<file path="config.mk">
export PLATFORM = sky130hd
export DESIGN_NAME = hvt_div_lane
export DESIGN_NICKNAME = d
export VERILOG_FILES = /design/src/homogeneous_vertex_transform_core_macros.svh /design/src/hvt_pkg.sv /design/src/hvt_div_lane.sv
export SDC_FILE = /design/constraint.sdc
export NUM_CORES = 2
export LEC_CHECK = 0
export BUFFER_PORTS_ARGS = -buffer_cell sky130_fd_sc_hd__buf_2
export CORE_MARGIN = 5
export CORE_UTILIZATION = 35
export CTS_CLUSTER_DIAMETER = 80
export DETAILED_ROUTE_END_ITERATION = 12
export GPL_TIMING_DRIVEN = 0
export SYNTH_ARGS = -nofsm -noshare
export SYNTH_HDL_FRONTEND = slang
export SYNTH_SLANG_ARGS = --single-unit
</file>
<file path="constraint.sdc">
create_clock -name clk -period 3.9 [get_ports clk]
set_input_delay 0.39 -clock clk [delete_from_list [all_inputs] [get_ports clk]]
set_output_delay 0.39 -clock clk [all_outputs]
set_load 0.05 [all_outputs]
</file>
<file path="src/homogeneous_vertex_transform_core_macros.svh">
// ---------------------------------------------------------------------------
// Assertion macros for the vertex transform core
// Concurrent checks clocked on clk and disabled during rst.
// ---------------------------------------------------------------------------
`ifndef HOMOGENEOUS_VERTEX_TRANSFORM_CORE_MACROS_SVH
`define HOMOGENEOUS_VERTEX_TRANSFORM_CORE_MACROS_SVH

// same-cycle implication
`define HVT_ASSERT_IMP(name, ante, cons, msg) \
  name: assert property (@(posedge clk) disable iff (rst) (ante) |-> (cons)) \
    else $error(msg);

// next-cycle implication
`define HVT_ASSERT_NXT(name, ante, cons, msg) \
  name: assert property (@(posedge clk) disable iff (rst) (ante) |=> (cons)) \
    else $error(msg);

`endif

</file>
<file path="src/hvt_pkg.sv">
// ---------------------------------------------------------------------------
// hvt_pkg
// Shared constants and register codes of the vertex transform core.
// ---------------------------------------------------------------------------
`default_nettype none

package hvt_pkg;

  localparam int FRAC_BITS = 8;                // Q.8 fraction of coords and coefs
  localparam int ONE_Q     = 2 ** FRAC_BITS;   // 1.0
  localparam int NUM_LANES = 4;                // x, y, z, w
  localparam int SLOT_W    = 16;               // coefficient slot in a row register
  localparam int ROW_W     = NUM_LANES * SLOT_W;
  localparam int CFG_IDX_W = 3;

  typedef enum logic [CFG_IDX_W-1:0] {
    REG_ROW0  = 3'd0,
    REG_ROW1  = 3'd1,
    REG_ROW2  = 3'd2,
    REG_ROW3  = 3'd3,
    REG_PERSP = 3'd4
  } cfg_reg_t;

  typedef logic [ROW_W-1:0] row_t;

  // identity matrix
  localparam row_t ROW_RESET [NUM_LANES] = '{
    64'h0000_0000_0000_0100,
    64'h0000_0000_0100_0000,
    64'h0000_0100_0000_0000,
    64'h0100_0000_0000_0000
  };

endpackage

`default_nettype wire

</file>
<file path="src/hvt_div_lane.sv">
// ---------------------------------------------------------------------------
// hvt_div_lane
// Pipelined restoring divider, one quotient bit per stage: (num*256)/den,
// rounded to nearest with ties away from zero, then clipped.
// ---------------------------------------------------------------------------
`default_nettype none

module hvt_div_lane #(
  parameter int COORD_WIDTH = 24
) (
  input  logic                          clk,
  input  logic                          en,
  input  logic signed [COORD_WIDTH-1:0] num,
  input  logic signed [COORD_WIDTH-1:0] den,
  output logic signed [COORD_WIDTH-1:0] quot,
  output logic                          sat
);
  import hvt_pkg::*;

  // dividend 2*|num|*256 + |den|, divisor 2*|den|
  localparam int NW = COORD_WIDTH + FRAC_BITS + 1;
  localparam int DW = COORD_WIDTH + 1;

  localparam logic signed [NW:0] CLIP_HI = (NW+1)'({1'b0, {(COORD_WIDTH-1){1'b1}}});
  localparam logic signed [NW:0] CLIP_LO = -CLIP_HI - (NW+1)'(1);

  logic [COORD_WIDTH-1:0] mag_n;
  logic [COORD_WIDTH-1:0] mag_d;

  logic [NW-1:0] nq   [NW+1];   // dividend bits out, quotient bits in
  logic [DW-1:0] rem  [NW+1];
  logic [DW-1:0] dd   [NW+1];
  logic          neg  [NW+1];
  logic [DW:0]   trial [NW];
  logic [DW:0]   diff  [NW];
  logic signed [NW:0] qs;

  always_comb begin
    mag_n = num[COORD_WIDTH-1] ? $unsigned(-num) : $unsigned(num);
    mag_d = den[COORD_WIDTH-1] ? $unsigned(-den) : $unsigned(den);
    for (int i = 0; i < NW; i++) begin
      trial[i] = {rem[i], nq[i][NW-1]};
      diff[i]  = trial[i] - {1'b0, dd[i]};
    end
    qs = $signed({1'b0, nq[NW]});
    if (neg[NW]) begin
      qs = -qs;
    end
  end

  always_ff @(posedge clk) begin
    if (en) begin
      nq[0]  <= (NW'(mag_n) << (FRAC_BITS + 1)) + NW'(mag_d);
      rem[0] <= '0;
      dd[0]  <= DW'(mag_d) << 1;
      neg[0] <= num[COORD_WIDTH-1] ^ den[COORD_WIDTH-1];
      for (int i = 0; i < NW; i++) begin
        if (!diff[i][DW]) begin
          rem[i+1] <= diff[i][DW-1:0];
          nq[i+1]  <= {nq[i][NW-2:0], 1'b1};
        end else begin
          rem[i+1] <= trial[i][DW-1:0];
          nq[i+1]  <= {nq[i][NW-2:0], 1'b0};
        end
        dd[i+1]  <= dd[i];
        neg[i+1] <= neg[i];
      end
      if (qs > CLIP_HI) begin
        quot <= COORD_WIDTH'(CLIP_HI);
        sat  <= 1'b1;
      end else if (qs < CLIP_LO) begin
        quot <= COORD_WIDTH'(CLIP_LO);
        sat  <= 1'b1;
      end else begin
        quot <= COORD_WIDTH'(qs);
        sat  <= 1'b0;
      end
    end
  end

endmodule

`default_nettype wire

</file>
==> impl_metrics.ini <==
[timing]
setup_slack_ps = 42.3
final_max_slew_viol_count = 0
post-route-min-period_ps = 3860
max_clock_freq_ghz = 0.259
finalSetupViolCount = 0
rsz0062_at_grt = yes
tightest_slew_ps = 1210
tns_ps = 0
fin_crit_sh_pct = 98.9
hold_viol_final = 0
fin_worst_skew_ps = 60.6
maxSlewHeadroom_pct = 18.1

[logic_synthesis]
synth_warnings = 0
synth_nets = 11000
synth_area_um2 = 131000
synth-edff-count = 2731
synth.most_common_cell = edfxtp_1
yosysTopAreaCell = edfxtp_1
ys.flop_type = edfxtp_1
syn_avg_cell_area_um2 = 13.0
ys_ff_latch = 2732
async_flop_share_pct = 0
synthSimpleGateAreaFrac_pct = 7.25
synth_top_family_by_area = compound AO/OA/AOI/OAI gates
synth_cell_types = 84
synth_top_area_share_pct = 62.4
synth_mux_area_share_pct = 3.87
synth_compound_area_share_pct = 10.3
synth.area.top_cells = edfxtp_1 62%, ha_1 7.5%, mux2_2 3.3%, inv_1 2.9%, xnor2_1 2.7%
synth_xor_area_share_pct = 4.73
synthTopCellsByCount = 2731 x edfxtp_1, 1003 x inv_1, 786 x ha_1
ys_seq_area_share_pct = 62.4
synth_fa_ha_area_share_pct = 7.97
postSynthCellCount = 10100

[global_route]
grt_pass1_vias = 77200
grt_pass1_wl_mm = 439
grtUsageTotal_pct = 14.1
grt-ovfl-total = 0
grt_max_degree = 107
antenna_found_initial = 7

[power]
power_density_nw_per_um2 = 767
total_power_mw = 116
peakVddDrop_mv = 0.389
p_leak_nw = 58.6

[floorplanning]
core_um2 = 375000
io_pins = 75
start_util_pct = 35.1
die_area_um2 = 388000
die_height_um = 623
row_count = 225
die-width_um = 623

[layout]
drive_above_1_share_pct = 12.8
multi_input_area_um2 = 46100
final_nets = 11500
regArea_um2 = 82000
instances_no_fill = 15900
area_growth_pct = 15.1
fill_cells = 35000

[place]
gp_congestion = 0.857
detailed_place_hpwl_mm = 205
port_buffers = 72
pre_cts_slack_ps = -3200
placed_cells = 15200

[clock_tree]
clk_pin_slew_ps = 60
cts_tree = yes
numCtsBuffers = 296
clkLatencyLatePin_ps = 850
max-clock-path-buffers = 4
cts.sinks = 2732
cts_max_level = 5
clockRootBuffer = clkbuf_16

[min_path]
min_path_type = input port to flop

[worst_setup_path]
crit_arrival_ps = 4470
r2r_slack_ps = 40
worstSetupEndpointType = flop
critPathMaxStageDelay_ps = 550
cp_cell_sequence = inv_2 > ha_4 > fa_2 > nor2b_2 > o21ai_2 > a21oi_2 > o211a_1 > o2111ai_2 > a21boi_2 > o41a_1 > a31oi_4 > mux2i_4 > clkinv_4 > clkbuf_16 > mux2_2
critical_path.slowest_cell = edfxtp_1
crit_type = flop to flop
cp_max_fo = 5
start_kind = flop
required_ps = 4510

[detailed_routing]
avgViaCountPerCell = 4.87
wl_mm = 282
ant_nets = 0
avgRoutedWirePerCell_um = 17.8
dr.first_iter.drc_count = 4655
vias = 77300
drtPass1Iterations = 5
drc = 0

[status]
status = finished clean

[flow_run]
cap_violations = 0
## layout by cell type (no fill, tap or decap), types with 95 or more instances in the layout
cell type  Yosys  routed
mux2_2       388     388
nor3_1       112     112
nand2b_1     128     128
o21ai_0      647     620
ha_1         786     773
nor2_1       471     469
clkbuf_16      0     305
a21o_1       262     262
a21oi_1      503     491
xnor2_1      408     406
nor2b_1      109     106
o21a_1        95      95
nand2_1      728     723
edfxtp_1    2731    2731
inv_1       1003     989
xor2_1       298     297
buf_4          0     113
clkbuf_1     173     111
nand3_1      138     137
## per-stage QoR
stage	utilization, %	instance area (um2)	hold WS (ps)
floorplan	-	131000	400
global route	40.3	151000	66.8
CTS	40.1	150000	8.34
finish	40.3	151000	82.7
global placement	36.8	138000	400
detailed placement	37.0	139000	405
## cell families (layout without fill, tap and decap cells)
family / count (synthesis) / in the layout
simple gates: 2025 / 2025
fa+ha+maj: 819 / 819
xor+xnor: 708 / 708
flops: 2732 / 2732
mux: 460 / 460
compound gates: 2144 / 2144
other cells: 0 / 7
buf+inv: 1211 / 1970
## repair_timing
action / in CTS / in global routing
resized for setup: 349 / 185
setup endpoints to repair: 2256 / 670
setup buffers: 69 / 41
gates cloned: 2 / 1
pin swaps: 36 / 75
hold buffers: 27 / 0
endpoints found under the hold margin: 59 / 0
## metal layers
metal	global-route usage (%)	share of wire, %
met3	1.62	3.2
met4	4.36	3.2
met1	18.2	44
met5	0	0
met2	24.9	49
## area by class of cell
type,instances,share of cell area (%)
tap,4994,4.13
timing repair buffer,234,1.49
multi-input combinational,6156,30.5
clock inverter,169,1.10
clock buffer,356,5.13
antenna,7,0.0116
inverter,1012,2.55
sequential,2732,54.2
buffer,199,0.906
## registers in the layout, indices dropped and copies added, names as in the netlist
name,cells
neg,34
rem,800
nq,1090
sat,1
quot,24
dd,783
## worst max-delay path, delay by kind of cell, from the launching register on
family	cells	cell delay (ps)
mux	2	560
fa+ha+maj	2	390
compound gates	7	1560
flops	1	550
buf+inv	3	490
simple gates	1	50
## worst paths after layout
check | cells past startpoint | endpoint | start
hold / removal | 3 | nq[0][29] | num[20]
hold reg to reg | 0 | nq[5][27] | nq[4][59]
setup / recovery | 15 | rem[15][41] | rem[15][0]
setup reg to reg | 15 | rem[15][41] | rem[15][0]
## where the power goes
group	internal [mW]	switching [mW]
Combinational	20.5	24.0
Clock	16.0	11.4
Sequential	40.9	3.13
Total	77.4	38.6
No activity file was read; power rests on OpenSTA's default activity.
