## src/homogeneous_vertex_transform_core_macros.svh

```systemverilog
// ---------------------------------------------------------------------------
// Assertion macros for the vertex transform core
// Concurrent checks clocked on clk and disabled during rst.
// ---------------------------------------------------------------------------
`ifndef HOMOGENEOUS_VERTEX_TRANSFORM_CORE_MACROS_SVH
`define HOMOGENEOUS_VERTEX_TRANSFORM_CORE_MACROS_SVH

// same-cycle implication
`define HVT_ASSERT_IMP(name, ante, cons, msg) \
  name: assert property (@(posedge clk) disable iff (rst) (ante) |-> (cons)) \
    else $error(msg);

// next-cycle implication
`define HVT_ASSERT_NXT(name, ante, cons, msg) \
  name: assert property (@(posedge clk) disable iff (rst) (ante) |=> (cons)) \
    else $error(msg);

`endif

```

## src/hvt_pkg.sv

```systemverilog
// ---------------------------------------------------------------------------
// hvt_pkg
// Shared constants and register codes of the vertex transform core.
// ---------------------------------------------------------------------------
`default_nettype none

package hvt_pkg;

  localparam int FRAC_BITS = 8;                // Q.8 fraction of coords and coefs
  localparam int ONE_Q     = 2 ** FRAC_BITS;   // 1.0
  localparam int NUM_LANES = 4;                // x, y, z, w
  localparam int SLOT_W    = 16;               // coefficient slot in a row register
  localparam int ROW_W     = NUM_LANES * SLOT_W;
  localparam int CFG_IDX_W = 3;

  typedef enum logic [CFG_IDX_W-1:0] {
    REG_ROW0  = 3'd0,
    REG_ROW1  = 3'd1,
    REG_ROW2  = 3'd2,
    REG_ROW3  = 3'd3,
    REG_PERSP = 3'd4
  } cfg_reg_t;

  typedef logic [ROW_W-1:0] row_t;

  // identity matrix
  localparam row_t ROW_RESET [NUM_LANES] = '{
    64'h0000_0000_0000_0100,
    64'h0000_0000_0100_0000,
    64'h0000_0100_0000_0000,
    64'h0100_0000_0000_0000
  };

endpackage

`default_nettype wire

```

## src/hvt_mac_lane.sv

```systemverilog
// ---------------------------------------------------------------------------
// hvt_mac_lane
// One output column: four products, summed, rounded to Q.8 and clipped.
// ---------------------------------------------------------------------------
`default_nettype none

module hvt_mac_lane #(
  parameter int COORD_WIDTH = 24,
  parameter int COEF_WIDTH  = 16
) (
  input  logic                          clk,
  input  logic                          en,
  input  logic signed [COORD_WIDTH-1:0] vin  [hvt_pkg::NUM_LANES],
  input  logic signed [COEF_WIDTH-1:0]  coef [hvt_pkg::NUM_LANES],
  output logic signed [COORD_WIDTH-1:0] res,
  output logic                          sat
);
  import hvt_pkg::*;

  localparam int PW  = COORD_WIDTH + COEF_WIDTH;   // one product
  localparam int SW  = PW + 2;                     // sum of four
  localparam int SHW = SW - FRAC_BITS;             // after dropping the fraction

  localparam logic signed [SW-1:0]  HALF    = SW'(2 ** (FRAC_BITS - 1));
  localparam logic signed [SHW-1:0] CLIP_HI = SHW'({1'b0, {(COORD_WIDTH-1){1'b1}}});
  localparam logic signed [SHW-1:0] CLIP_LO = -CLIP_HI - SHW'(1);

  logic signed [PW-1:0]  prod [NUM_LANES];
  logic signed [SW-1:0]  pair [2];
  logic signed [SW-1:0]  acc;
  logic signed [SHW-1:0] shifted;

  always_comb begin
    acc     = pair[0] + pair[1] + HALF;
    shifted = SHW'(acc >>> FRAC_BITS);   // arithmetic shift floors
  end

  always_ff @(posedge clk) begin
    if (en) begin
      for (int k = 0; k < NUM_LANES; k++) begin
        prod[k] <= PW'(vin[k]) * PW'(coef[k]);
      end
      pair[0] <= SW'(prod[0]) + SW'(prod[1]);
      pair[1] <= SW'(prod[2]) + SW'(prod[3]);
      if (shifted > CLIP_HI) begin
        res <= COORD_WIDTH'(CLIP_HI);
        sat <= 1'b1;
      end else if (shifted < CLIP_LO) begin
        res <= COORD_WIDTH'(CLIP_LO);
        sat <= 1'b1;
      end else begin
        res <= COORD_WIDTH'(shifted);
        sat <= 1'b0;
      end
    end
  end

endmodule

`default_nettype wire

```

## config.mk

```make
export PLATFORM = sky130hd
export DESIGN_NAME = hvt_mac_lane
export DESIGN_NICKNAME = d
export VERILOG_FILES = /design/src/homogeneous_vertex_transform_core_macros.svh /design/src/hvt_pkg.sv /design/src/hvt_mac_lane.sv
export SDC_FILE = /design/constraint.sdc
export NUM_CORES = 2
export LEC_CHECK = 0
export ABC_AREA = 0
export BUFFER_PORTS_ARGS = -buffer_cell sky130_fd_sc_hd__buf_4
export CAP_MARGIN = 5
export CORE_ASPECT_RATIO = 2
export CORE_MARGIN = 5
export CORE_UTILIZATION = 41
export CTS_CLUSTER_DIAMETER = 200
export CTS_CLUSTER_SIZE = 8
export DETAILED_ROUTE_END_ITERATION = 7
export PLACE_DENSITY = 0.64
export SLEW_MARGIN = 20
export SYNTH_ARGS = -nofsm -noshare
export SYNTH_HDL_FRONTEND = slang
export SYNTH_SLANG_ARGS = --single-unit
```

## constraint.sdc

```tcl
create_clock -name clk -period 6.9 [get_ports clk]
set_input_delay 0.69 -clock clk [delete_from_list [all_inputs] [get_ports clk]]
set_output_delay 0.69 -clock clk [all_outputs]
set_load 0.05 [all_outputs]
```

==> results.md <==
- Worst slew margin: around a quarter
- Die area: 0.177 mm²
- Register area share after synthesis: around an eighth
- R2R cell count: 13
- Maximum clock frequency: 0.152 GHz
- YS warnings: 0
- CTS tree: done
- Number of global-route vias before repair: 58200
- Final nets: 9959
- Crit path largest cell delay: 0.56 ns
- Synth async-reset ratio: 0%
- Final Hold Viols: 0
- #FFs+latches synth: 267
- Area share of the largest cell type after synthesis: 43.6%
- Netlist cell types: 73
- Cell area after synthesis: 0.0688 mm²
- Drt via density: a little over 5
- Main flop type after synthesis: edfxtp_1
- Crit path capture type: register
- Reg2Reg Launch Point: pair[0][3]$_DFFE_PP_
- Gr usage total: 21.7%
- Worst slew pin tran: 1.12 ns
- Commonest cells in the netlist: inv_1, fa_1, nand2_1
- FF-to-FF setup slack: 2.23 ns
- Routed vias: 50900
- H-tree depth: 2
- Ratio of final minimum period to clock period: 95.4%
- Slowest cell on the critical path: fa_1
- Crit Path Max Fanout: 17
- Post-Route WL: 189000 µm
- GPL Wtd Cong: just over 0.9
- Clk root buf: clkbuf_16
- Most frequent cell after synthesis: inv_1
- First-pass GRT wire length: 302000 µm
- Post-synth top area cell: fa_1
- Worst Skew: 0.0169 ns
- # clock sinks: 267
- WP data arrival: 6.89 ns
- Rows: 212
- Slew Limit Fails: 0
- Residual DRC: 0
- Clk buf depth: 3
- CP dominant cell by count: fa_1
- Worst EP required: 7.20 ns
- Final setup fails: 0
- Core area: approximately 0.17 mm²
- Initial core utilization: 41.2%
- Routed len/inst: 19.1 µm
- Share of post-route cells with drive strength above 1: about a tenth
- Min cycle time layout: roughly 6.6 ns
- First drt pass iteration count: 5
- Post-DP HPWL: between 150000 and 200000 µm
- R2r endpoint: res[3]$_SDFFCE_PN1P_
- Startpoint Class: primary input
- Non-filler cells, final: around 9900
- Area Overhead vs Synth: 11.9%
- Worst min path class: reg2reg
- RSZ-0062 raised after global routing: false
- Critical path cell sequence: buf_4 -> nand2_1 -> fa_1 -> fa_1 -> fa_1 -> inv_1 -> fa_1 -> fa_1 -> inv_1 -> fa_1 -> inv_1 -> ha_1 -> and2_1 -> a311oi_1 -> o21ai_0 -> a31o_2 -> a31oi_1 -> nand4b_1 -> a41oi_1 -> a21bo_2 -> a21oi_1 -> xnor2_1
- Post-synthesis cell count: 7254
- Top delay family on crit path: adder cells
- Initial antenna violation count: 4
- I/O pin cnt: 187
- Grt ovf: 0
- CTS Buf Count: 39
- Number of DRC markers in iteration 0: 2211
- Clock latency on the worst-skew pair: between 0.5 and 0.6 ns
- Status: finished clean
- Post-synth EDFFs: ~270
- Fillers: 15700
- Die height: 589 µm
- Max Cap Viol: 0
- Worst path bufs/invs: 4
- Post-route ant nets: 0
- Die X: 300 µm
- Dominant cells by area after synthesis: fa_1, edfxtp_1, ha_1, inv_1, and2_1
- Min-delay src: prod[0][0]$_DFFE_PP_
- Critical path class: in2reg
- WHS Endpoint: pair[0][0]$_DFFE_PP_
- Syn Nets: 9465
- Pin count of the biggest net entering global routing: 130
- Average size of a mapped cell: 9.48 µm²
- Clock transition at the registers of the reported paths: around 0.050 ns
- IO Port Bufs: about 190
- Cts hold-fix bufs: 0
- Hold Path Depth: 1
- Dpl cells: around 9800
[worst register-to-register path: stages (launching register included)]
cell	delay, ns
edfxtp_1	0.38
ha_1	0.31
ha_1	0.27
o21ai_0	0.25
a22oi_1	0.15
o2111ai_1	0.41
nor3_1	0.09
o21ai_0	0.42
nand3_2	0.27
a31o_2	0.31
xor2_1	0.16
or3_1	0.36
o31ai_4	0.67
o21ai_0	0.29
[repair_timing]
| item | in CTS | in global routing |
|---|---|---|
| buffers inserted | 0 | 0 |
| setup endpoints to repair | 0 | 8 |
| gates resized for setup | 0 | 6 |
[area by class of cell]
type / instances / area, µm² / area share, %
diodes: 4 / 10.0 / 0.0130
clock buffers: 39 / 976 / 1.27
clock inverters: 4 / 33.8 / 0.0439
inverters: 1727 / 6480 / 8.43
multi-input cells: 5020 / 53400 / 69.4
flip-flops and latches: 267 / 8020 / 10.4
well taps: 2140 / 2680 / 3.48
repair buffers: 693 / 5330 / 6.92
[layout by cell type (no fill, tap or decap), types with 29 or more instances in the layout]
cell,n
a21o_1,101
o21ai_0,128
clkbuf_16,39
nand3_1,47
a211oi_1,30
fa_1,1498
and2_1,620
nor2b_1,33
edfxtp_1,267
o21bai_1,29
ha_1,551
a21oi_1,206
o21a_1,36
buf_4,682
inv_1,1726
nor3_1,38
nand2_1,937
nor2_1,208
xor2_1,70
xnor2_1,199
nand2b_1,53
[metrics by stage]
step	util, %	setup TNS, ns	worst slack [ns]	cell area, µm²	hold WS [ns]
6_report	46.1	0	0.316	76900	0.574
3_3_place_gp	45.5	-3.62	-0.297	75900	0.555
3_5_place_dp	45.5	-3.59	-0.282	75900	0.560
4_1_cts	46.1	0	0.274	76900	0.579
5_1_grt	46.1	0	0.00726	76900	0.589
2_1_floorplan	-	0	0.000453	68800	0.513
[state kept, by name (all words and copies together) (netlist names)]
name	count
prod	160
pair	82
res	24
sat	1
[how the worst max path moves through the flow]
stage	startpoint	to	slack, ns	cells past startpoint
3_5_place_dp	coef[52]	prod[0][38]$_DFFE_PP_	-0.28	24
4_1_cts	coef[52]	prod[0][38]$_DFFE_PP_	0.27	25
2_1_floorplan	coef[18]	prod[2][39]$_DFFE_PP_	0.0005	26
6_report	coef[33]	prod[1][38]$_DFFE_PP_	0.32	22
3_3_place_gp	coef[52]	prod[0][38]$_DFFE_PP_	-0.30	24
5_1_grt	vin[36]	prod[2][39]$_DFFE_PP_	0.007	25
[cell families after synthesis]
group | Yosys count | share of synthesized area (%)
muxes | 3 | 0.0437
AOI/OAI and AO/OA | 675 | 6.35
xor gates and xnor gates | 270 | 3.44
and+or+nand+nor | 2023 | 14.1
buffers and inverters | 1967 | 10.7
DFF | 267 | 11.7
adders and majority gates | 2049 | 53.6
[layer usage]
metal | global-route usage (%) | wire (µm)
met1 | 20.9 | 60000
met2 | 43.3 | 108000
met3 | 1.64 | 5370
met4 | 14.1 | 16100
met5 | 0 | 8
Power is left out: the tool's default activity adds up to more than one toggle a clock period on the data nets, which glitch-free logic cannot reach.
